[src/sha_pkg.sv]
// ---------------------------------------------------------------------------
// sha_pkg: shared types and constants for the SHA-256 byte stream hasher
// Working state type, round constants, initial hash values and the
// sigma helper functions used by the round unit.
// ---------------------------------------------------------------------------
package sha_pkg;

	// index 0 is working variable a, index 7 is h
	typedef logic [7:0][31:0] state_t;

	localparam logic [31:0] ROUND_K [64] = '{
		32'h428a2f98, 32'h71374491, 32'hb5c0fbcf, 32'he9b5dba5,
		32'h3956c25b, 32'h59f111f1, 32'h923f82a4, 32'hab1c5ed5,
		32'hd807aa98, 32'h12835b01, 32'h243185be, 32'h550c7dc3,
		32'h72be5d74, 32'h80deb1fe, 32'h9bdc06a7, 32'hc19bf174,
		32'he49b69c1, 32'hefbe4786, 32'h0fc19dc6, 32'h240ca1cc,
		32'h2de92c6f, 32'h4a7484aa, 32'h5cb0a9dc, 32'h76f988da,
		32'h983e5152, 32'ha831c66d, 32'hb00327c8, 32'hbf597fc7,
		32'hc6e00bf3, 32'hd5a79147, 32'h06ca6351, 32'h14292967,
		32'h27b70a85, 32'h2e1b2138, 32'h4d2c6dfc, 32'h53380d13,
		32'h650a7354, 32'h766a0abb, 32'h81c2c92e, 32'h92722c85,
		32'ha2bfe8a1, 32'ha81a664b, 32'hc24b8b70, 32'hc76c51a3,
		32'hd192e819, 32'hd6990624, 32'hf40e3585, 32'h106aa070,
		32'h19a4c116, 32'h1e376c08, 32'h2748774c, 32'h34b0bcb5,
		32'h391c0cb3, 32'h4ed8aa4a, 32'h5b9cca4f, 32'h682e6ff3,
		32'h748f82ee, 32'h78a5636f, 32'h84c87814, 32'h8cc70208,
		32'h90befffa, 32'ha4506ceb, 32'hbef9a3f7, 32'hc67178f2
	};

	localparam state_t INIT_CHAIN = {
		32'h5be0cd19, 32'h1f83d9ab, 32'h9b05688c, 32'h510e527f,
		32'ha54ff53a, 32'h3c6ef372, 32'hbb67ae85, 32'h6a09e667
	};

	localparam logic [7:0] MARK_BYTE = 8'h80;
	localparam logic [5:0] PAD_END   = 6'd56;
	localparam logic [5:0] FILL_LAST = 6'd63;

	function automatic logic [31:0] rotr(input logic [31:0] x, input logic [4:0] r);
		return (x >> r) | (x << (6'd32 - {1'b0, r}));
	endfunction

	function automatic logic [31:0] big_sigma0(input logic [31:0] x);
		return rotr(x, 5'd2) ^ rotr(x, 5'd13) ^ rotr(x, 5'd22);
	endfunction

	function automatic logic [31:0] big_sigma1(input logic [31:0] x);
		return rotr(x, 5'd6) ^ rotr(x, 5'd11) ^ rotr(x, 5'd25);
	endfunction

	function automatic logic [31:0] small_sigma0(input logic [31:0] x);
		return rotr(x, 5'd7) ^ rotr(x, 5'd18) ^ (x >> 3);
	endfunction

	function automatic logic [31:0] small_sigma1(input logic [31:0] x);
		return rotr(x, 5'd17) ^ rotr(x, 5'd19) ^ (x >> 10);
	endfunction

endpackage

[src/sha_round.sv]
// ---------------------------------------------------------------------------
// sha_round: one SHA-256 compression round
// Advances the eight working words by one round and forms the next
// schedule word from the taps of the rolling 16-word window.
// ---------------------------------------------------------------------------
module sha_round (
	input  sha_pkg::state_t v,
	input  logic [31:0]     k,
	input  logic [31:0]     w0,
	input  logic [31:0]     w1,
	input  logic [31:0]     w9,
	input  logic [31:0]     w14,
	output sha_pkg::state_t v_nx,
	output logic [31:0]     w_new
);

	logic [31:0] ch;
	logic [31:0] maj;
	logic [31:0] t1;
	logic [31:0] t2;

	assign ch  = (v[4] & v[5]) ^ (~v[4] & v[6]);
	assign maj = (v[0] & v[1]) ^ (v[0] & v[2]) ^ (v[1] & v[2]);
	assign t1  = v[7] + sha_pkg::big_sigma1(v[4]) + ch + k + w0;
	assign t2  = sha_pkg::big_sigma0(v[0]) + maj;

	always_comb begin
		v_nx[0] = t1 + t2;
		v_nx[1] = v[0];
		v_nx[2] = v[1];
		v_nx[3] = v[2];
		v_nx[4] = v[3] + t1;
		v_nx[5] = v[4];
		v_nx[6] = v[5];
		v_nx[7] = v[6];
	end

	// word sixteen places ahead of the one used this round
	assign w_new = sha_pkg::small_sigma1(w14) + w9 + sha_pkg::small_sigma0(w1) + w0;

endmodule

[src/sha_outbuf.sv]
// ---------------------------------------------------------------------------
// sha_outbuf: digest output buffer
// Holds one 256-bit digest and hands it out as four 64-bit beats,
// most significant word first, so the hasher can go on absorbing.
// ---------------------------------------------------------------------------
module sha_outbuf (
	input  logic         clk,
	input  logic         arst_n,
	input  logic         load,
	input  logic [255:0] digest,
	output logic         busy,
	output logic         result_valid,
	input  logic         result_stall,
	output logic [63:0]  digest_word,
	output logic [1:0]   word_index,
	output logic         last_word
);

	logic [255:0] data_q;
	logic [1:0]   idx_q;
	logic         valid_q;
	logic         take;

	assign take = valid_q && !result_stall;

	always_ff @(posedge clk or negedge arst_n) begin
		if (!arst_n) begin
			valid_q <= 1'b0;
			idx_q   <= 2'd0;
		end else if (load) begin
			valid_q <= 1'b1;
			idx_q   <= 2'd0;
		end else if (take) begin
			idx_q <= idx_q + 2'd1;
			if (idx_q == 2'd3) begin
				valid_q <= 1'b0;
			end
		end
	end

	always_ff @(posedge clk) begin
		if (load) begin
			data_q <= digest;
		end else if (take) begin
			data_q <= {data_q[191:0], 64'd0};
		end
	end

	assign busy         = valid_q;
	assign result_valid = valid_q;
	assign digest_word  = data_q[255:192];
	assign word_index   = idx_q;
	assign last_word    = (idx_q == 2'd3);

endmodule

[src/sha256_byte_stream_hasher_top.sv]
// ---------------------------------------------------------------------------
// sha256_byte_stream_hasher_top: SHA-256 over a byte stream
// Absorbs message bytes, pads on finish and returns the digest as four
// big-endian 64-bit beats.
// ---------------------------------------------------------------------------
// An absorb beat is accepted while idle; the one that completes a 64-byte
// block starts a compression and stalls the input through 64 rounds on the
// single round unit and the add into the chaining values. A finish beat
// pushes the padding one byte per cycle (marker, zero fill up to byte 56,
// eight length bytes), then compresses the block. When the buffer already
// held 56 or more bytes the marker block is closed first and a whole zero
// block follows.
// The digest goes into an output buffer and drains as four beats while new
// bytes are absorbed; a second finish waits at its final add until that
// buffer is empty. There is no clearing pass after reset.
module sha256_byte_stream_hasher_top (
	input  logic        clk,
	input  logic        arst_n,
	input  logic        item_valid,
	output logic        item_stall,
	input  logic        action,
	input  logic [7:0]  data_byte,
	output logic        result_valid,
	input  logic        result_stall,
	output logic [63:0] digest_word,
	output logic [1:0]  word_index,
	output logic        last_word
);

	localparam logic [2:0] S_IDLE  = 3'd0;
	localparam logic [2:0] S_MARK  = 3'd1;
	localparam logic [2:0] S_ZERO  = 3'd2;
	localparam logic [2:0] S_LEN   = 3'd3;
	localparam logic [2:0] S_ROUND = 3'd4;
	localparam logic [2:0] S_FOLD  = 3'd5;

	logic [2:0]      state_q;
	logic [5:0]      fill_q;
	logic [63:0]     count_q;
	logic [5:0]      rnd_q;
	logic [2:0]      len_idx_q;
	logic            zero_q;
	logic            fin_q;
	sha_pkg::state_t chain_q;
	sha_pkg::state_t v_q;
	logic [511:0]    buf_q;

	logic            item_acc;
	logic            push_en;
	logic [7:0]      push_byte;
	logic [63:0]     bit_len;
	logic [7:0]      len_byte;
	sha_pkg::state_t v_nx;
	logic [31:0]     w_new;
	sha_pkg::state_t sum;
	logic [255:0]    digest;
	logic            out_busy;
	logic            out_load;

	assign item_stall = (state_q != S_IDLE);
	assign item_acc   = item_valid && !item_stall;

	assign bit_len  = {count_q[60:0], 3'b000};
	assign len_byte = bit_len[{~len_idx_q, 3'b000} +: 8];

	always_comb begin
		push_en   = 1'b0;
		push_byte = 8'h00;
		case (state_q)
			S_IDLE: begin
				if (item_acc && !action) begin
					push_en   = 1'b1;
					push_byte = data_byte;
				end
			end
			S_MARK: begin
				push_en   = 1'b1;
				push_byte = sha_pkg::MARK_BYTE;
			end
			S_ZERO: begin
				push_en = (fill_q != sha_pkg::PAD_END);
			end
			S_LEN: begin
				push_en   = 1'b1;
				push_byte = len_byte;
			end
			default: begin
				push_en = 1'b0;
			end
		endcase
	end

	// window word 0 sits at the top of the buffer
	sha_round u_round (
		.v     (v_q),
		.k     (sha_pkg::ROUND_K[rnd_q]),
		.w0    (buf_q[511:480]),
		.w1    (buf_q[479:448]),
		.w9    (buf_q[223:192]),
		.w14   (buf_q[63:32]),
		.v_nx  (v_nx),
		.w_new (w_new)
	);

	always_comb begin
		for (int i = 0; i < 8; i++) begin
			sum[i] = chain_q[i] + v_q[i];
		end
	end

	assign digest = {sum[0], sum[1], sum[2], sum[3], sum[4], sum[5], sum[6], sum[7]};
	assign out_load = (state_q == S_FOLD) && fin_q && !out_busy;

	always_ff @(posedge clk or negedge arst_n) begin
		if (!arst_n) begin
			state_q   <= S_IDLE;
			fill_q    <= 6'd0;
			count_q   <= 64'd0;
			rnd_q     <= 6'd0;
			len_idx_q <= 3'd0;
			zero_q    <= 1'b0;
			fin_q     <= 1'b0;
			chain_q   <= sha_pkg::INIT_CHAIN;
		end else begin
			if (push_en) begin
				fill_q <= fill_q + 6'd1;
			end
			case (state_q)
				S_IDLE: begin
					if (item_acc) begin
						if (action) begin
							state_q <= S_MARK;
						end else begin
							count_q <= count_q + 64'd1;
							if (fill_q == sha_pkg::FILL_LAST) begin
								state_q <= S_ROUND;
								zero_q  <= 1'b0;
								fin_q   <= 1'b0;
							end
						end
					end
				end
				S_MARK: begin
					if (fill_q == sha_pkg::FILL_LAST) begin
						state_q <= S_ROUND;
						zero_q  <= 1'b1;
						fin_q   <= 1'b0;
					end else begin
						state_q <= S_ZERO;
					end
				end
				S_ZERO: begin
					if (fill_q == sha_pkg::PAD_END) begin
						state_q   <= S_LEN;
						len_idx_q <= 3'd0;
					end else if (fill_q == sha_pkg::FILL_LAST) begin
						state_q <= S_ROUND;
						zero_q  <= 1'b1;
						fin_q   <= 1'b0;
					end
				end
				S_LEN: begin
					len_idx_q <= len_idx_q + 3'd1;
					if (len_idx_q == 3'd7) begin
						state_q <= S_ROUND;
						zero_q  <= 1'b0;
						fin_q   <= 1'b1;
					end
				end
				S_ROUND: begin
					rnd_q <= rnd_q + 6'd1;
					if (rnd_q == 6'd63) begin
						state_q <= S_FOLD;
					end
				end
				S_FOLD: begin
					if (!fin_q) begin
						chain_q <= sum;
						state_q <= zero_q ? S_ZERO : S_IDLE;
					end else if (!out_busy) begin
						// digest handed off, start the next message
						chain_q <= sha_pkg::INIT_CHAIN;
						count_q <= 64'd0;
						state_q <= S_IDLE;
					end
				end
				default: begin
					state_q <= S_IDLE;
				end
			endcase
		end
	end

	always_ff @(posedge clk) begin
		if (push_en) begin
			buf_q <= {buf_q[503:0], push_byte};
		end else if (state_q == S_ROUND) begin
			buf_q <= {buf_q[479:0], w_new};
		end
		// working words hold through the final add while it waits
		if (state_q == S_ROUND) begin
			v_q <= v_nx;
		end else if (state_q != S_FOLD) begin
			v_q <= chain_q;
		end
	end

	sha_outbuf u_outbuf (
		.clk          (clk),
		.arst_n       (arst_n),
		.load         (out_load),
		.digest       (digest),
		.busy         (out_busy),
		.result_valid (result_valid),
		.result_stall (result_stall),
		.digest_word  (digest_word),
		.word_index   (word_index),
		.last_word    (last_word)
	);

	a_finish_starts_pad: assert property (@(posedge clk) disable iff (!arst_n)
		(item_acc && action) |=> (state_q == S_MARK))
		else $error("finish beat did not start padding");

	a_block_full_compress: assert property (@(posedge clk) disable iff (!arst_n)
		(item_acc && !action && fill_q == sha_pkg::FILL_LAST) |=> (state_q == S_ROUND))
		else $error("full block did not start compression");

	a_len_position: assert property (@(posedge clk) disable iff (!arst_n)
		(state_q == S_LEN) |-> (fill_q == {3'b111, len_idx_q}))
		else $error("length bytes out of place");

	a_rounds_end: assert property (@(posedge clk) disable iff (!arst_n)
		(state_q == S_ROUND && rnd_q == 6'd63) |=> (state_q == S_FOLD && rnd_q == 6'd0))
		else $error("round count slipped");

	a_digest_loaded: assert property (@(posedge clk) disable iff (!arst_n)
		out_load |=> (result_valid && word_index == 2'd0 && state_q == S_IDLE))
		else $error("digest not handed to output buffer");

endmodule

[config.mk]
export PLATFORM = sky130hd
export DESIGN_NAME = sha256_byte_stream_hasher_top
export DESIGN_NICKNAME = d
export VERILOG_FILES = /design/src/sha_pkg.sv /design/src/sha_round.sv /design/src/sha_outbuf.sv /design/src/sha256_byte_stream_hasher_top.sv
export SDC_FILE = /design/constraint.sdc
export NUM_CORES = 2
export LEC_CHECK = 0
export BUFFER_PORTS_ARGS = -buffer_cell sky130_fd_sc_hd__buf_2
export CAP_MARGIN = 20
export CORE_ASPECT_RATIO = 1.1
export CORE_MARGIN = 2
export CORE_UTILIZATION = 35
export DETAILED_ROUTE_END_ITERATION = 8
export PLACE_DENSITY = 0.45
export SYNTH_ARGS = -nofsm -noshare
export SYNTH_HDL_FRONTEND = slang
export SYNTH_HIERARCHICAL = 1
export SYNTH_SLANG_ARGS = --single-unit
export TNS_END_PERCENT = 5
[constraint.sdc]
create_clock -name clk -period 16.5 [get_ports clk]
set_input_delay 3.3 -clock clk [delete_from_list [all_inputs] [get_ports clk]]
set_output_delay 3.3 -clock clk [all_outputs]
set_load 0.03 [all_outputs]
==> results.cfg <==
[status]
status = finished, final reports clean

[die]
start_util = 0.351
row_count = 193
io_pins = 82
core-area_mm2 = 0.251
die_h_um = 530
die_area_mm2 = 0.256
die_w_um = 482

[clocking]
clkTransAtPathRegs_ps = 70
clock-sinks = 1364
postCtsSetupBuffers = 0
hold_buffers = 0
cts_root_buf = clkbuf_16
clk_latency_ps = 870
cts_buffer_depth = 4
ctsResizeCount = 0
cts_tree = built
numCtsBuffers = 176
h-tree-depth = 4

[detailed_routing]
drt-total-wl_mm = 306
vias = 64300
antenna_left = 0
drt-pass1-iter-count = 6
drc = 0
wire_per_inst_um = 25.2
drt_iter0_drc = 4407
vias_per_cell = 5.28

[critical_path]
startpoint_type = flip-flop
slowest_stage = ha_1
path_class = flip-flop to flip-flop
worstPathArrival_ps = 10740
critPathMaxStageDelay_ps = 890
cp-end-kind = flip-flop
cp_max_fo = 24
critPathTopFamily = compound AO/OA/AOI/OAI gates
worst-endpoint-required_ps = 17100
worst-path-buf-inv = 6

[flow_run]
drv_cap = 0

[global_routing]
grt-ovfl-total = 0
antenna_found_initial = 5
track_usage = 0.236
grt_pass1_vias = 66100
grt_first_pass_wirelength_mm = 449
grt_max_degree = 203

[yosys]
ys_async_sr_fraction = 0.249
ys.flop_type = edfxtp_1
synth_warnings = 6
synth-edff-count = 1024
synth_top_cell_by_area = edfxtp_1
synth_area_mm2 = 0.0881
synth_commonest_cells = nand2_1, edfxtp_1, inv_1, xnor2_1, a21oi_1
ys_seq_elements = 1364
syn_avg_cell_area_um2 = 9.77
ys_seq_area_frac = 0.447
synth.distinct_cells = 116
syn_inst = 9020
synthTopCellsByArea = edfxtp_1, nand2_1, dfrtp_1
synthesis.nets = 9623
yosysMostFrequentCell = nand2_1
yosysTopAreaCellShare = 0.349

[finish]
area_growth_pct = 8.77
fin_area_mm2 = 0.0959
drive_gt1_frac = 0.102
utilization = 0.382
final_nets = 9330
stdcell_count = 12200

[place]
dpl.hpwl_mm = 223
portBuffers = 81
dp.cells = 11900
gp_congestion = 0.978
place_area_mm2 = 0.0900

[sta]
finalHoldViolCount = 0
slew_viol_final = 0
setup_viol = 0
fmax_mhz = 98.7
finalCriticalPeriod_ps = 10140
finalCritPeriodShare = 0.614
slew_headroom = 0.281
skew_ps = 78.0
rsz0062_at_grt = no
worst_pin_slew_ps = 1080
finalSetupTns_ps = 0

[worst_hold_path]
hold_path.class = flip-flop to flip-flop
## cell type report
| type | instances | area, µm² |
|---|---|---|
| antenna | 6 | 15.0 |
| clock buffer | 234 | 4870 |
| clock inverter | 81 | 910 |
| fill | 25100 | 155000 |
| inverter | 454 | 1700 |
| multi-input combinational | 6549 | 43500 |
| sequential | 1364 | 39400 |
| tap | 3315 | 4150 |
| timing repair buffer | 182 | 1260 |
## final timing paths
check | slack [ps] | endpoint | cells after the start | from
worst max-delay path | 6360 | v_q[31]$_DFFE_PP_ | 41 | rnd_q[0]$_DFFE_PN0P_
worst min-delay path | 500 | buf_q[124]$_DFFE_PP_ | 2 | buf_q[116]$_DFFE_PP_
worst max register to register | 6360 | v_q[31]$_DFFE_PP_ | 41 | rnd_q[0]$_DFFE_PN0P_
worst min register to register | 500 | buf_q[124]$_DFFE_PP_ | 2 | buf_q[116]$_DFFE_PP_
max in group asynchronous | 11940 | chain_q[94]$_DFFE_PN0P_ | 3 | arst_n
min in group asynchronous | 2460 | chain_q[7]$_DFFE_PN0P_ | 1 | arst_n
## cell usage in the layout, fill, tap and decap left out, types with 19 or more instances in the layout
master        n
edfxtp_1   1024
mux2_4      100
nand2_1    2540
o21ai_1      29
ha_1        395
buf_4        93
clkinv_2     25
a31oi_1      55
o21bai_1     47
mux2i_1      19
xor2_1      254
clkbuf_16   179
o211ai_1     34
a22o_1      118
or3_1        28
buf_2        80
and2_1       83
o21a_1       48
nand4_1      44
o21ai_0     293
dfrtp_1     200
fa_1        195
mux2_2      122
nor3_1       72
and3_1       43
a21o_1      204
clkbuf_1     37
nand2b_1     53
o22a_1      137
xnor2_1     413
a211oi_1     45
clkinv_1     27
a21oi_1     409
nor2_1      283
nand3_1     103
inv_1       452
dfstp_2     136
nor2b_1      47
## flip-flops by register name, summed over array words and instances (netlist names), 2 cells and up
name,cells
buf_q,512
fill_q,6
chain_q,256
u_outbuf/data_q,256
len_idx_q,3
state_q,3
u_outbuf/word_index,2
count_q,61
v_q,256
rnd_q,6
## through the flow
step / hold WS (ps) / setup WS, ps
3_3_place_gp: 470 / 6420
4_1_cts: 503 / 6420
6_report: 498 / 6360
2_1_floorplan: 449 / 12.7
3_5_place_dp: 501 / 6510
5_1_grt: 524 / 5640
## metal layers
layer	share of wire	global-route usage
met2	0.50	0.419
met1	0.41	0.287
met4	0.050	0.105
met3	0.034	0.0243
met5	0.000036	0
## tightest hold or removal path, cell delays in order (launching register included)
cell,delay [ps]
edfxtp_1,340
nand2_1,50
nand2_1,50
## cells by family (layout without fill, tap and decap cells)
| logic type | count (synthesis) | in the layout | share of synthesized area |
|---|---|---|---|
| other cells | 0 | 6 | 0 |
| buf+inv | 1107 | 951 | 0.0597 |
| xor+xnor | 669 | 669 | 0.0668 |
| simple gates | 3381 | 3381 | 0.159 |
| flops | 1364 | 1364 | 0.447 |
| fa+ha+maj | 593 | 593 | 0.101 |
| mux | 256 | 256 | 0.0386 |
| compound gates | 1650 | 1650 | 0.128 |
Power is left out: the tool's default activity adds up to more than one toggle a clock period on the data nets, which glitch-free logic cannot reach.
